==> src/sv/slsf_pkg.sv <==
// Shared types, constants and helper functions for the sound level scale/format block.
// No dependencies; used by every other file through scoped names.
package slsf_pkg;

    localparam int QUEUE_DEPTH = 4;

    // Register indexes on the configuration port
    localparam logic [1:0] REG_MAX_VALUE       = 2'd0;
    localparam logic [1:0] REG_LATCH_HOLD      = 2'd1;
    localparam logic [1:0] REG_LINK_CONNECTED  = 2'd2;
    localparam logic [1:0] REG_TRANSMIT_ENABLE = 2'd3;

    localparam logic [9:0]  MAX_VALUE_RESET = 10'd130;
    localparam logic [13:0] LEVEL_MAX       = 14'd9999;

    // level = (2*s*m*10)/1534 = (2*s*m*5)/767; floor(2^32/767) as reciprocal
    localparam logic [22:0] RECIP_767  = 23'd5599696;
    localparam logic [23:0] DIVISOR    = 24'd767;
    localparam logic [23:0] SAT_THRESH = 24'd7670000;  // 10000 * 767

    // bar step 1534/16 = 95; floor(d/95) = (d*690) >> 16 for d < 1425
    localparam logic [10:0] BAR_FULL_AT = 11'd1425;
    localparam logic [10:0] BAR_RECIP   = 11'd690;
    localparam logic [4:0]  BAR_CELLS   = 5'd16;

    localparam logic [7:0] CHAR_NL    = 8'd10;
    localparam logic [7:0] CHAR_TAB   = 8'd9;
    localparam logic [7:0] CHAR_DOT   = 8'd46;
    localparam logic [7:0] CHAR_ZERO  = 8'd48;

    typedef struct packed {
        logic [9:0] max_value;
        logic       latch;
        logic       frame_en;
    } cfg_t;

    typedef struct packed {
        logic [13:0] level;
        logic [4:0]  bars;
        logic        held;
        logic        frame_en;
        logic [3:0]  th;
        logic [3:0]  hu;
        logic [3:0]  te;
        logic [3:0]  un;
    } entry_t;

    typedef enum logic [6:0] {
        ST_NL  = 7'b0000001,
        ST_TH  = 7'b0000010,
        ST_HU  = 7'b0000100,
        ST_TE  = 7'b0001000,
        ST_DOT = 7'b0010000,
        ST_UN  = 7'b0100000,
        ST_TAB = 7'b1000000
    } frame_state_t;

    function automatic logic [4:0] bar_count(input logic [10:0] doubled);
        logic [20:0] prod;
        logic [4:0]  n;
        prod = 21'(doubled) * 21'(BAR_RECIP);
        if (doubled == 11'd0)
            n = 5'd0;
        else if (doubled >= BAR_FULL_AT)
            n = BAR_CELLS;
        else
            n = prod[20:16] + 5'd1;
        return n;
    endfunction

    // Decimal digit by parallel compares against multiples of the unit
    function automatic logic [3:0] digit_of(input logic [13:0] value, input logic [13:0] unit);
        logic [3:0] d;
        d = 4'd0;
        for (int k = 1; k < 10; k++)
        begin
            if (value >= 14'(k) * unit)
                d = 4'(k);
        end
        return d;
    endfunction

endpackage

==> src/sv/sound_level_scale_format.sv <==
// Sound level scaling and ASCII level frame, top level.
// Depends on slsf_pkg, slsf_front, slsf_queue and slsf_back.
//
// Each accepted 10-bit sample passes a seven-stage front pipeline that computes the level
// in tenths of dB (saturated at 9999), the 0..16 bar count and the decimal digits, and
// the front takes a new sample every cycle while the queue has room. The back sequencer
// sends one result beat per cycle while result_stall is low: five to seven beats per
// sample when the link is connected and transmit is enabled (newline, digits, dot,
// tenths, tab), otherwise one beat with byte_valid low. Sustained rate is therefore
// set by the back sequencer; a sample's first beat passes the seven front stages, the
// queue and the back output registers before it is valid. The queue holds QUEUE_DEPTH
// samples between front and back. Latch hold reuses the last level computed with latch
// clear (zero after reset).
module sound_level_scale_format #(
    parameter int QUEUE_DEPTH = slsf_pkg::QUEUE_DEPTH
) (
    input  logic        clk,
    input  logic        rst_n,
    input  logic        cfg_we,
    input  logic [1:0]  cfg_index,
    input  logic [9:0]  cfg_data,
    input  logic        sample_valid,
    output logic        sample_stall,
    input  logic [9:0]  adc_sample,
    output logic        result_valid,
    input  logic        result_stall,
    output logic [13:0] level_tenths,
    output logic [4:0]  bar_blocks,
    output logic [7:0]  serial_byte,
    output logic        byte_valid,
    output logic        held,
    output logic        last
);

    logic [9:0] max_value_reg;
    logic       latch_hold_reg;
    logic       link_connected_reg;
    logic       transmit_enable_reg;

    slsf_pkg::cfg_t   cfg;
    slsf_pkg::entry_t push_data, head;
    logic             push, pop, full, empty;

    always_ff @(posedge clk or negedge rst_n)
    begin
        if (!rst_n)
        begin
            max_value_reg       <= slsf_pkg::MAX_VALUE_RESET;
            latch_hold_reg      <= 1'b0;
            link_connected_reg  <= 1'b0;
            transmit_enable_reg <= 1'b0;
        end
        else if (cfg_we)
        begin
            unique case (cfg_index)
                slsf_pkg::REG_MAX_VALUE:       max_value_reg       <= cfg_data;
                slsf_pkg::REG_LATCH_HOLD:      latch_hold_reg      <= cfg_data[0];
                slsf_pkg::REG_LINK_CONNECTED:  link_connected_reg  <= cfg_data[0];
                slsf_pkg::REG_TRANSMIT_ENABLE: transmit_enable_reg <= cfg_data[0];
                default:                       max_value_reg       <= max_value_reg;
            endcase
        end
    end

    assign cfg.max_value = max_value_reg;
    assign cfg.latch     = latch_hold_reg;
    assign cfg.frame_en  = link_connected_reg && transmit_enable_reg;

    slsf_front u_front (
        .clk          (clk),
        .rst_n        (rst_n),
        .sample_valid (sample_valid),
        .sample_stall (sample_stall),
        .adc_sample   (adc_sample),
        .cfg          (cfg),
        .full         (full),
        .push         (push),
        .push_data    (push_data)
    );

    slsf_queue #(
        .DEPTH (QUEUE_DEPTH)
    ) u_queue (
        .clk       (clk),
        .rst_n     (rst_n),
        .push      (push),
        .push_data (push_data),
        .pop       (pop),
        .full      (full),
        .empty     (empty),
        .head      (head)
    );

    slsf_back u_back (
        .clk          (clk),
        .rst_n        (rst_n),
        .empty        (empty),
        .head         (head),
        .pop          (pop),
        .result_valid (result_valid),
        .result_stall (result_stall),
        .level_tenths (level_tenths),
        .bar_blocks   (bar_blocks),
        .serial_byte  (serial_byte),
        .byte_valid   (byte_valid),
        .held         (held),
        .last         (last)
    );

endmodule

==> src/sv/slsf_front.sv <==
// Front pipeline: accepts samples, computes level, bar count and decimal digits.
// Depends on slsf_pkg; feeds slsf_queue.
module slsf_front (
    input  logic                clk,
    input  logic                rst_n,
    input  logic                sample_valid,
    output logic                sample_stall,
    input  logic [9:0]          adc_sample,
    input  slsf_pkg::cfg_t      cfg,
    input  logic                full,
    output logic                push,
    output slsf_pkg::entry_t    push_data
);

    logic [7:1] v_reg;
    logic       adv;

    logic [20:0] s1_prod_reg;
    logic [4:0]  s1_bars_reg;
    logic        s1_latch_reg, s1_frame_reg;
    logic [23:0] s2_p_reg;
    logic [4:0]  s2_bars_reg;
    logic        s2_latch_reg, s2_frame_reg;
    logic [23:0] s3_p_reg;
    logic [14:0] s3_q0_reg;
    logic        s3_sat_reg;
    logic [4:0]  s3_bars_reg;
    logic        s3_latch_reg, s3_frame_reg;

    slsf_pkg::entry_t s4_reg, s5_reg, s6_reg, s7_reg;
    slsf_pkg::entry_t s4_next, s5_next, s6_next, s7_next;
    logic [9:0]  s5_rem_reg;
    logic [6:0]  s6_rem_reg;

    logic [13:0] held_level_reg, held_level_next;
    logic [4:0]  held_bars_reg, held_bars_next;

    logic [10:0] doubled;
    logic [46:0] recip_prod;
    logic [23:0] resid;
    logic [14:0] quot;
    logic [13:0] level_new;
    logic [3:0]  th, hu, te;
    logic [13:0] rem1_full, rem2_full;
    logic [6:0]  un_full;

    assign adv          = !v_reg[7] || !full;
    assign sample_stall = !adv;
    assign push         = v_reg[7] && !full;
    assign push_data    = s7_reg;

    assign doubled    = {adc_sample, 1'b0};
    assign recip_prod = 47'(s2_p_reg) * 47'(slsf_pkg::RECIP_767);

    // quotient estimate is low by at most one; fix with a single compare
    assign resid     = s3_p_reg - 24'(s3_q0_reg) * slsf_pkg::DIVISOR;
    assign quot      = s3_q0_reg + 15'(resid >= slsf_pkg::DIVISOR);
    assign level_new = s3_sat_reg ? slsf_pkg::LEVEL_MAX : quot[13:0];

    always_comb
    begin
        held_level_next = held_level_reg;
        held_bars_next  = held_bars_reg;
        if (adv && v_reg[3] && !s3_latch_reg)
        begin
            held_level_next = level_new;
            held_bars_next  = s3_bars_reg;
        end
        s4_next          = '0;
        s4_next.level    = s3_latch_reg ? held_level_reg : level_new;
        s4_next.bars     = s3_latch_reg ? held_bars_reg : s3_bars_reg;
        s4_next.held     = s3_latch_reg;
        s4_next.frame_en = s3_frame_reg;
    end

    assign th        = slsf_pkg::digit_of(s4_reg.level, 14'd1000);
    assign rem1_full = s4_reg.level - 14'(th) * 14'd1000;
    assign hu        = slsf_pkg::digit_of(14'(s5_rem_reg), 14'd100);
    assign rem2_full = 14'(s5_rem_reg) - 14'(hu) * 14'd100;
    assign te        = slsf_pkg::digit_of(14'(s6_rem_reg), 14'd10);
    assign un_full   = s6_rem_reg - 7'(te) * 7'd10;

    always_comb
    begin
        s5_next    = s4_reg;
        s5_next.th = th;
        s6_next    = s5_reg;
        s6_next.hu = hu;
        s7_next    = s6_reg;
        s7_next.te = te;
        s7_next.un = un_full[3:0];
    end

    always_ff @(posedge clk or negedge rst_n)
    begin
        if (!rst_n)
        begin
            v_reg          <= '0;
            held_level_reg <= '0;
            held_bars_reg  <= '0;
        end
        else
        begin
            held_level_reg <= held_level_next;
            held_bars_reg  <= held_bars_next;
            if (adv)
                v_reg <= {v_reg[6:1], sample_valid};
        end
    end

    always_ff @(posedge clk)
    begin
        if (adv)
        begin
            s1_prod_reg  <= 21'(doubled) * 21'(cfg.max_value);
            s1_bars_reg  <= slsf_pkg::bar_count(doubled);
            s1_latch_reg <= cfg.latch;
            s1_frame_reg <= cfg.frame_en;

            s2_p_reg     <= 24'(s1_prod_reg) * 24'd5;
            s2_bars_reg  <= s1_bars_reg;
            s2_latch_reg <= s1_latch_reg;
            s2_frame_reg <= s1_frame_reg;

            s3_p_reg     <= s2_p_reg;
            s3_q0_reg    <= recip_prod[46:32];
            s3_sat_reg   <= s2_p_reg >= slsf_pkg::SAT_THRESH;
            s3_bars_reg  <= s2_bars_reg;
            s3_latch_reg <= s2_latch_reg;
            s3_frame_reg <= s2_frame_reg;

            s4_reg <= s4_next;

            s5_reg     <= s5_next;
            s5_rem_reg <= rem1_full[9:0];

            s6_reg     <= s6_next;
            s6_rem_reg <= rem2_full[6:0];

            s7_reg <= s7_next;
        end
    end

    // a latched beat in stage 4 must carry the level still held
    a_latched_level: assert property (@(posedge clk) disable iff (!rst_n)
        (v_reg[4] && s4_reg.held) |-> (s4_reg.level == held_level_reg))
        else $error("latched level differs from held level");

endmodule

==> src/sv/slsf_queue.sv <==
// Short queue between the front pipeline and the frame sequencer.
// Depends on slsf_pkg for the entry type.
module slsf_queue #(
    parameter int DEPTH = slsf_pkg::QUEUE_DEPTH
) (
    input  logic              clk,
    input  logic              rst_n,
    input  logic              push,
    input  slsf_pkg::entry_t  push_data,
    input  logic              pop,
    output logic              full,
    output logic              empty,
    output slsf_pkg::entry_t  head
);

    localparam int AW = (DEPTH > 1) ? $clog2(DEPTH) : 1;
    localparam int CW = $clog2(DEPTH + 1);

    slsf_pkg::entry_t mem [DEPTH];
    logic [AW-1:0] wr_ptr_reg, rd_ptr_reg;
    logic [CW-1:0] count_reg;

    assign full  = count_reg == CW'(DEPTH);
    assign empty = count_reg == '0;
    assign head  = mem[rd_ptr_reg];

    always_ff @(posedge clk)
    begin
        if (push)
            mem[wr_ptr_reg] <= push_data;
    end

    always_ff @(posedge clk or negedge rst_n)
    begin
        if (!rst_n)
        begin
            wr_ptr_reg <= '0;
            rd_ptr_reg <= '0;
            count_reg  <= '0;
        end
        else
        begin
            if (push)
                wr_ptr_reg <= (wr_ptr_reg == AW'(DEPTH - 1)) ? '0 : wr_ptr_reg + 1'b1;
            if (pop)
                rd_ptr_reg <= (rd_ptr_reg == AW'(DEPTH - 1)) ? '0 : rd_ptr_reg + 1'b1;
            if (push && !pop)
                count_reg <= count_reg + 1'b1;
            else if (pop && !push)
                count_reg <= count_reg - 1'b1;
        end
    end

    a_no_overflow: assert property (@(posedge clk) disable iff (!rst_n)
        full |=> !(count_reg > CW'(DEPTH)))
        else $error("queue overflow");

    a_no_underflow: assert property (@(posedge clk) disable iff (!rst_n)
        pop |-> !empty)
        else $error("pop from empty queue");

endmodule

==> src/sv/slsf_back.sv <==
// Frame sequencer: turns queued levels into beats of at most one frame byte each.
// Depends on slsf_pkg; reads the head of slsf_queue.
module slsf_back (
    input  logic              clk,
    input  logic              rst_n,
    input  logic              empty,
    input  slsf_pkg::entry_t  head,
    output logic              pop,
    output logic              result_valid,
    input  logic              result_stall,
    output logic [13:0]       level_tenths,
    output logic [4:0]        bar_blocks,
    output logic [7:0]        serial_byte,
    output logic              byte_valid,
    output logic              held,
    output logic              last
);

    slsf_pkg::frame_state_t state_reg, state_next;
    logic        result_valid_reg;
    logic [13:0] level_reg;
    logic [4:0]  bars_reg;
    logic [7:0]  byte_reg, byte_next;
    logic        byte_valid_reg, byte_valid_next;
    logic        held_reg;
    logic        last_reg, last_next;
    logic        load;

    assign load = !result_valid_reg || !result_stall;

    always_comb
    begin
        state_next      = state_reg;
        byte_next       = 8'd0;
        byte_valid_next = 1'b1;
        last_next       = 1'b0;
        pop             = 1'b0;
        if (load && !empty)
        begin
            if (!head.frame_en)
            begin
                byte_valid_next = 1'b0;
                last_next       = 1'b1;
                pop             = 1'b1;
            end
            else
            begin
                unique case (state_reg)
                    slsf_pkg::ST_NL:
                    begin
                        byte_next = slsf_pkg::CHAR_NL;
                        if (head.level > 14'd999)
                            state_next = slsf_pkg::ST_TH;
                        else if (head.level > 14'd99)
                            state_next = slsf_pkg::ST_HU;
                        else
                            state_next = slsf_pkg::ST_TE;
                    end
                    slsf_pkg::ST_TH:
                    begin
                        byte_next  = slsf_pkg::CHAR_ZERO + 8'(head.th);
                        state_next = slsf_pkg::ST_HU;
                    end
                    slsf_pkg::ST_HU:
                    begin
                        byte_next  = slsf_pkg::CHAR_ZERO + 8'(head.hu);
                        state_next = slsf_pkg::ST_TE;
                    end
                    slsf_pkg::ST_TE:
                    begin
                        byte_next  = slsf_pkg::CHAR_ZERO + 8'(head.te);
                        state_next = slsf_pkg::ST_DOT;
                    end
                    slsf_pkg::ST_DOT:
                    begin
                        byte_next  = slsf_pkg::CHAR_DOT;
                        state_next = slsf_pkg::ST_UN;
                    end
                    slsf_pkg::ST_UN:
                    begin
                        byte_next  = slsf_pkg::CHAR_ZERO + 8'(head.un);
                        state_next = slsf_pkg::ST_TAB;
                    end
                    slsf_pkg::ST_TAB:
                    begin
                        byte_next  = slsf_pkg::CHAR_TAB;
                        last_next  = 1'b1;
                        pop        = 1'b1;
                        state_next = slsf_pkg::ST_NL;
                    end
                    default:
                    begin
                        state_next = slsf_pkg::ST_NL;
                    end
                endcase
            end
        end
    end

    always_ff @(posedge clk or negedge rst_n)
    begin
        if (!rst_n)
        begin
            state_reg        <= slsf_pkg::ST_NL;
            result_valid_reg <= 1'b0;
        end
        else
        begin
            state_reg <= state_next;
            if (load)
                result_valid_reg <= !empty;
        end
    end

    always_ff @(posedge clk)
    begin
        if (load && !empty)
        begin
            level_reg      <= head.level;
            bars_reg       <= head.bars;
            byte_reg       <= byte_next;
            byte_valid_reg <= byte_valid_next;
            held_reg       <= head.held;
            last_reg       <= last_next;
        end
    end

    assign result_valid = result_valid_reg;
    assign level_tenths = level_reg;
    assign bar_blocks   = bars_reg;
    assign serial_byte  = byte_reg;
    assign byte_valid   = byte_valid_reg;
    assign held         = held_reg;
    assign last         = last_reg;

    a_frame_ends_tab: assert property (@(posedge clk) disable iff (!rst_n)
        (result_valid_reg && byte_valid_reg && last_reg) |-> (byte_reg == slsf_pkg::CHAR_TAB))
        else $error("frame does not end with a tab");

    a_empty_is_last: assert property (@(posedge clk) disable iff (!rst_n)
        (result_valid_reg && !byte_valid_reg) |-> last_reg)
        else $error("beat without frame byte not marked last");

endmodule
==> config.mk <==
export PLATFORM = sky130hd
export DESIGN_NAME = sound_level_scale_format
export DESIGN_NICKNAME = d
export VERILOG_FILES = /design/src/sv/slsf_pkg.sv /design/src/sv/sound_level_scale_format.sv /design/src/sv/slsf_front.sv /design/src/sv/slsf_queue.sv /design/src/sv/slsf_back.sv
export SDC_FILE = /design/constraint.sdc
export NUM_CORES = 2
export LEC_CHECK = 0
export BUFFER_PORTS_ARGS = -buffer_cell sky130_fd_sc_hd__buf_2
export CAP_MARGIN = 5
export CORE_UTILIZATION = 49
export CTS_CLUSTER_DIAMETER = 40
export DETAILED_ROUTE_END_ITERATION = 10
export GPL_ROUTABILITY_DRIVEN = 1
export GPL_TIMING_DRIVEN = 0
export PLACE_DENSITY = 0.64
export SYNTH_ARGS = -nofsm -noshare
export SYNTH_HDL_FRONTEND = slang
export SYNTH_SLANG_ARGS = --single-unit
==> constraint.sdc <==
create_clock -name clk -period 8.46 [get_ports clk]
set_clock_uncertainty 0.15 [all_clocks]
set_input_delay 0.423 -clock clk [delete_from_list [all_inputs] [get_ports clk]]
set_output_delay 0.423 -clock clk [all_outputs]
set_load 0.01 [all_outputs]
== Yosys cells after proc, flatten, opt, wreduce, memory -nomap -nowiden ==
Memory sizes are Yosys's and may differ from the RTL's.
Cells that the tools add are included.

* Shift-type cells: 0
* Reduce and logical (&&, ||, !) cells: 28
* Equality and inequality tests: 13
* Multipliers: 8
* Div/mod/pow operators: 0
* Magnitude comparators: 32
* Add/sub/neg operators: 14
* Multiplexer cells: 45
* Bitwise gates (word level): 0

{| class="wikitable"
|+ Operator list
! kind !! number
|-
| $ge A14 B13 Y1 const B || 4
|-
| $pmux W8 S7 || 1
|-
| $mul A24 B19 Y43 const B || 1
|-
| $mux W3 || 14
|-
| $pmux W7 S6 || 1
|-
| $ge A10 B10 Y1 const B || 4
|-
| $ge A10 B9 Y1 const B || 3
|-
| $add A6 B4 Y7 const A || 4
|-
| $ge A14 B12 Y1 const B || 2
|-
| $mux W14 || 2
|-
| $mux W4 || 7
|-
| $ge A24 B10 Y1 const B || 1
|-
| $ge A24 B23 Y1 const B || 1
|-
| $mul A15 B10 Y24 const B || 1
|-
| $sub A24 B24 Y24 || 1
|-
| $mul A20 B3 Y23 const B || 1
|-
| $ge A7 B6 Y1 const B || 3
|-
| $ge A7 B7 Y1 const B || 3
|-
| $mul A10 B10 Y20 || 1
|-
| $mul A10 B9 Y19 const B || 1
|-
| $mux W2 || 8
|-
| $add A14 B1 Y14 || 1
|-
| $ge A14 B10 Y1 const B || 1
|-
| $ge A14 B11 Y1 const B || 1
|-
| other kinds (40) || 73
|}

* Register bits: 318
* Word-level logic and storage cells: 199
* Memories: 1
* Bits in latches: 0
* Bits in writable memories: 148
* Output and inout port bits: 32
* Bits in read-only memories: 0

{| class="wikitable"
|+ Memory list
! memory !! depth !! bits a word !! read ports !! clocked after memory_dff !! write ports !! line !! text
|-
| u_queue.mem || 4 || 37 || 1 || 0 || 1 || slsf_queue.sv:19 || <nowiki>slsf_pkg::entry_t mem [DEPTH];</nowiki>
|}

== Longest topological paths before layout ==
* Depth after elaboration: 12
* Mapped depth: 30
* Depth with buffers taken out: 29

== Modules after synthesis ==
A second synthesis with hierarchy kept.

* Cells, all modules: 2,982
* Area total of the unflattened synthesis: 35,955.7 um2

{| class="wikitable"
|+ Modules (own cells, without submodules)
! module !! area each (um2) !! sequential area each (um2) !! instances !! cells an instance
|-
| slsf_front || 28,011.9 || 7,437.1 || 1 || 2,590
|-
| slsf_queue || 5,745.5 || 4,619.4 || 1 || 230
|-
| slsf_back || 1,674.1 || 1,042.2 || 1 || 130
|-
| sound_level_scale_format || 524.3 || 327.8 || 1 || 32
|}

== Worst setup path after synthesis ==
No wires, ideal clock.

* Path kind: register to register
* From: reg u_front.s3_q0_reg[1]
* To: reg u_front.held_level_reg[12]
* Clock period less this slack: 7,219 ps
* Stages on the path, launching flop included: 29
* Setup slack: 1,241 ps
* Buffers on the path: 1
* Data required time: 8,185 ps
* Setup time: 125 ps
* Data arrival time: 6,944 ps
* Cells stage by stage: edfxtp_1 > clkbuf_1 > inv_1 > fa_1 > ha_1 > xnor2_1 > fa_1 > fa_1 > inv_1 > fa_1 > inv_1 > ha_1 > a21oi_1 > and2_1 > a21bo_1 > a21oi_2 > xnor2_1 > or4_1 > or4_1 > nor4_2 > o211ai_1 > ha_1 > nand2_1 > nor2_1 > and3_1 > nand3_1 > xnor2_1 > nor2_1 > mux2_2

* Longest elaborated chain between the ends: 5

{| class="wikitable"
|+ Ends and longest elaborated chain
! what !! line !! text
|-
| from (decl) || slsf_front.sv:25 || <nowiki>logic [14:0] s3_q0_reg;</nowiki>
|-
| from (signal assigned) || slsf_front.sv:126 || <nowiki>s3_q0_reg <= recip_prod[46:32];</nowiki>
|-
| $mul A15 B10 Y24 || slsf_front.sv:56 || <nowiki>assign resid = s3_p_reg - 24'(s3_q0_reg) * slsf_pkg::DIVISOR;</nowiki>
|-
| $sub A24 B24 Y24 || slsf_front.sv:56 ||
|-
| $ge A24 B10 Y1 || slsf_front.sv:57 || <nowiki>assign quot = s3_q0_reg + 15'(resid >= slsf_pkg::DIVISOR);</nowiki>
|-
| $add A14 B1 Y14 * || slsf_front.sv:57 ||
|-
| $mux W14 * || slsf_front.sv:58 || <nowiki>assign level_new = s3_sat_reg ? slsf_pkg::LEVEL_MAX : quot[13:0];</nowiki>
|-
| to (signal assigned) || slsf_front.sv:104 || <nowiki>held_level_reg <= held_level_next;</nowiki>
|-
| to (decl) || slsf_front.sv:35 || <nowiki>logic [13:0] held_level_reg, held_level_next;</nowiki>
|}

Mark *: on every way between the ends. The rest lies on a longest branch, timed or not.
A chain may end at the register's enable or synchronous reset.

== Final worst setup path ==
* From: reg u_front.s3_q0_reg[12]
* To: reg u_front.held_level_reg[12]

The elaborated chain is that of the path after synthesis.

==> results.md <==
- The number of inserted diodes is 0.
- The worst register-to-register path begins at u_front.s3_q0_reg[12].
- During I/O placement, the number of pins put on the boundary was 59.
- The number of max-cap violations is 0.
- Detailed placement ended at an HPWL of 55000 µm.
- Across all layers, the routed design uses around 21k vias.
- The number of fill cells is 5970.
- The netlist uses 74 different library cells.
- The flip-flop cell with the highest count after synthesis is sky130_fd_sc_hd__edfxtp_1.
- The sort of element at the start of the critical path is a register.
- In the routed design, unresolved DRC markers number 0.
- The number of cells on the worst hold path is 3.
- The floorplan step set the die width to ~270 µm.
- The placed instance area is 37300 µm².
- Compared with the post-synthesis result, the final layout area differs by 12.0%.
- The number of hold violations in the final report was 0.
- The slowest stage of the critical path is the sky130_fd_sc_hd__fa_1 cell.
- Of the synthesized area, sequential elements account for 0.373.
- The pin count of the biggest net entering global routing is about 130.
- For the worst setup path, the data arrival time is 8.48 ns.
- The die covers about 74000 µm².
- During synthesis, Yosys emitted a total of 0 warnings.
- The count of final max-slew check failures is 0.
- For this configuration, the core starts out at a cell density of 0.498.
- The endpoint kind of the worst setup timing path is a register.
- The peak fanout along the critical path is 8.
- The total of endpoints with negative setup slack in the final report is 0.
- The first global-routing pass estimated approximately 120000 µm of wire.
- The number of buffers inserted by port buffering is 56.
- Based on the critical path, the design can be clocked at up to ~120 MHz.
- The net count of the finished layout is 4003.
- The register with the most flip-flops in the layout has roughly 140 of them.
- The buffer and inverter count on the worst path is 6.
- Setup slack on the worst reg-to-reg path comes out at 0.34 ns.
- At the worst endpoint, the required time is about 8.8 ns.
- For the worst-skew pair, the clock arrives at the later sink with an insertion delay of a little over 0.6 ns.
- The count of nets left with antenna violations after detail routing is 0.
- Of the cells placed in the final design, the portion with a size suffix greater than 1 is 0.0938.
- In the final routed layout, each cell accounts on average for about 17 µm.
- The path with the worst hold slack has its endpoint at transmit_enable_reg.
- The violation count after the first detailed-route iteration is between 1k and 1.5k.
- For this run the aggregate overflow at the end of global routing stands at 0.
- At the pin with the least slew margin, the transition time is between 0.9 and 1 ns.
- The maximum clock insertion buffer count is 3.
- The clock-pin slew on the worst setup and hold paths is about 0.06 ns.
- The total track usage is 0.196.
- The vertical extent of the die is 272 µm.
- In this run the tightest slew margin relative to its limit is 0.356.
- TritonCTS built the clock tree.
- The flow ran to the end, and the final reports show no timing, DRC or antenna violations.
- The floorplan has a little under 100 rows.
- The depth of the worst register-to-register path is 30.
- CTS built an H-tree with a depth of 3.
- Summing every instance area after synthesis gives 35700 µm².
- The critical path runs through a total of 30 cells.
- The share of async-settable or async-resettable flops after synthesis is 0.119.
- The peak per-stage delay on the critical path is 0.60 ns.
- The cell that appears most often on the critical path is sky130_fd_sc_hd__fa_1.
- The number of antenna violations at the first check in global routing is 0.
- Buffers inserted during clock tree synthesis total 66.
- The average instance in the mapped netlist occupies approximately 12 µm².
- The most common cell after layout, fill and taps aside is sky130_fd_sc_hd__inv_1.
- Grouping stages by cell kind, the critical path spends the most delay in adder cells.
- For this block, the routed nets add up to a little under 70000 µm of wire.
- The worst path in the final design needs a cycle of between 8 and 9 ns, including I/O delays and setup.
- The worst setup path category is reg -> reg.
- Counting flops and latches in the post-synthesis netlist gives roughly 450.
- The post-route cell area is 40000 µm².
- In the layout the commonest cells are 707 x sky130_fd_sc_hd__inv_1, 462 x sky130_fd_sc_hd__ha_1, 398 x sky130_fd_sc_hd__edfxtp_1, 356 x sky130_fd_sc_hd__fa_1, 128 x sky130_fd_sc_hd__nand2_1.
- The worst hold-check path type is in -> reg.
- The number of synthesized flops with an enable pin is between 300 and 400.
- The cell sitting at the root of the clock tree is a sky130_fd_sc_hd__clkbuf_16.
- The post-synthesis cell count is roughly 3k.
- The worst hold path begins at cfg_index[1].
- The number of clock sinks is 452.
- The weighted congestion at the end of routability-driven global placement is ~0.88.
- The number of global-route vias before repair is roughly 23k.
- The number of detailed-routing iterations run before antenna repair is 5.
- The via-per-instance ratio is approximately 5.2.
- The core region is 71700 µm².
- The worst reg2reg path endpoint is u_front.held_level_reg[12].
- Dividing the final minimum period by the clock period gives 0.960.
kinds of logic (layout without fill, tap and decap cells):
group / count (synthesis) / count (layout) / share of synthesized area
AOI/OAI and AO/OA: 324 / 324 / 0.0577
buffers and inverters: 770 / 983 / 0.0812
adders and majority gates: 821 / 821 / 0.363
and+or+nand+nor: 423 / 423 / 0.0587
muxes: 79 / 79 / 0.0359
other: 1 / 2 / 0.000105
xor gates and xnor gates: 125 / 125 / 0.0311
DFF: 452 / 452 / 0.373
cells in the mapped netlist, drive strengths merged, types with 4 or more instances:
master,number,area [µm²]
nor3,35,175
edfxtp,398,12000
nand4,15,93.8
a22oi,6,45.0
a21o,38,285
dfrtp,51,1280
a21oi,96,495
fa,356,7130
clkbuf,42,158
a21boi,5,37.5
o21a,10,75.1
nand2,128,480
inv,712,2670
o21ai,73,365
nand3b,4,30.0
nand3,30,150
nor4,11,75.1
nor2b,21,131
a31oi,17,113
o21bai,12,101
o211ai,8,60.1
o22ai,4,25.0
buf,16,67.6
o31ai,16,120
or2,6,37.5
ha,463,5790
and3,11,68.8
xor2,32,280
nand2b,7,43.8
mux4,35,788
nor3b,7,52.6
a31o,5,43.8
mux2,41,462
and2,57,357
a211oi,9,67.6
xnor2,92,806
nor2,78,293
metrics by stage:
stage	setup TNS (ns)	instances	setup slack (ns)	hold slack (ns)	util
floorplan	0	2996	1.24	-0.0226	-
global placement	0	4002	0.0711	0.251	0.518
detailed placement	-0.0163	4009	-0.0163	0.255	0.520
CTS	0	4142	0.115	0.0166	0.555
global route	-0.0132	4159	-0.00806	0.0450	0.557
finish	0	4159	0.335	0.0495	0.557
area by class of cell:
cell class                      instances  area, µm²  area share
Buffer                                 58        229     0.00573
Clock buffer                           74       1710      0.0428
Clock inverter                         46        638      0.0160
Inverter                              712       2690      0.0672
Multi-Input combinational cell       1774      19500       0.489
Sequential cell                       452      13300       0.333
Tap cell                              950       1190      0.0297
Timing Repair Buffer                   93        686      0.0172
worst max-delay path by stage:
stage | slack, ns | to | startpoint
CTS | 0.12 | u_front.held_level_reg[12] | u_front.s3_q0_reg[12]
floorplan | 1.24 | u_front.held_level_reg[12] | u_front.s3_q0_reg[1]
detailed placement | -0.02 | u_front.held_level_reg[12] | u_front.s3_q0_reg[1]
finish | 0.34 | u_front.held_level_reg[12] | u_front.s3_q0_reg[12]
global route | -0.008 | u_front.held_level_reg[12] | u_front.s3_q0_reg[2]
global placement | 0.07 | u_front.held_level_reg[12] | u_front.s3_q0_reg[1]
repair_timing:
action,CTS,global route
endpoints found under the hold margin,34,0
endpoints found under the setup margin,1,5
pin swaps,0,2
gates resized for setup,1,10
buffers inserted,0,17
hold buffers,13,0
gates cloned,0,0
worst register-to-register path, delay by kind of cell (launching register included):
family | cells | cell delay, ns
AOI/OAI and AO/OA | 5 | 1.13
xor gates and xnor gates | 1 | 0.19
adders and majority gates | 7 | 3.04
buffers and inverters | 6 | 0.56
DFF | 1 | 0.53
muxes | 1 | 0.27
and+or+nand+nor | 10 | 2.15
metal layers:
metal | track usage | wire length (µm) | part of all wire | up-vias
met4 | 0.0455 | 1320 | 0.019 | 0
met2 | 0.353 | 35800 | 0.51 | 315
met5 | 0 | 0 | 0 | -
met1 | 0.250 | 30300 | 0.44 | 10800
li1 | - | - | - | 10200
met3 | 0.0258 | 2160 | 0.031 | 88
Power is left out: the tool's default activity adds up to more than one toggle a clock period on the data nets, which glitch-free logic cannot reach.
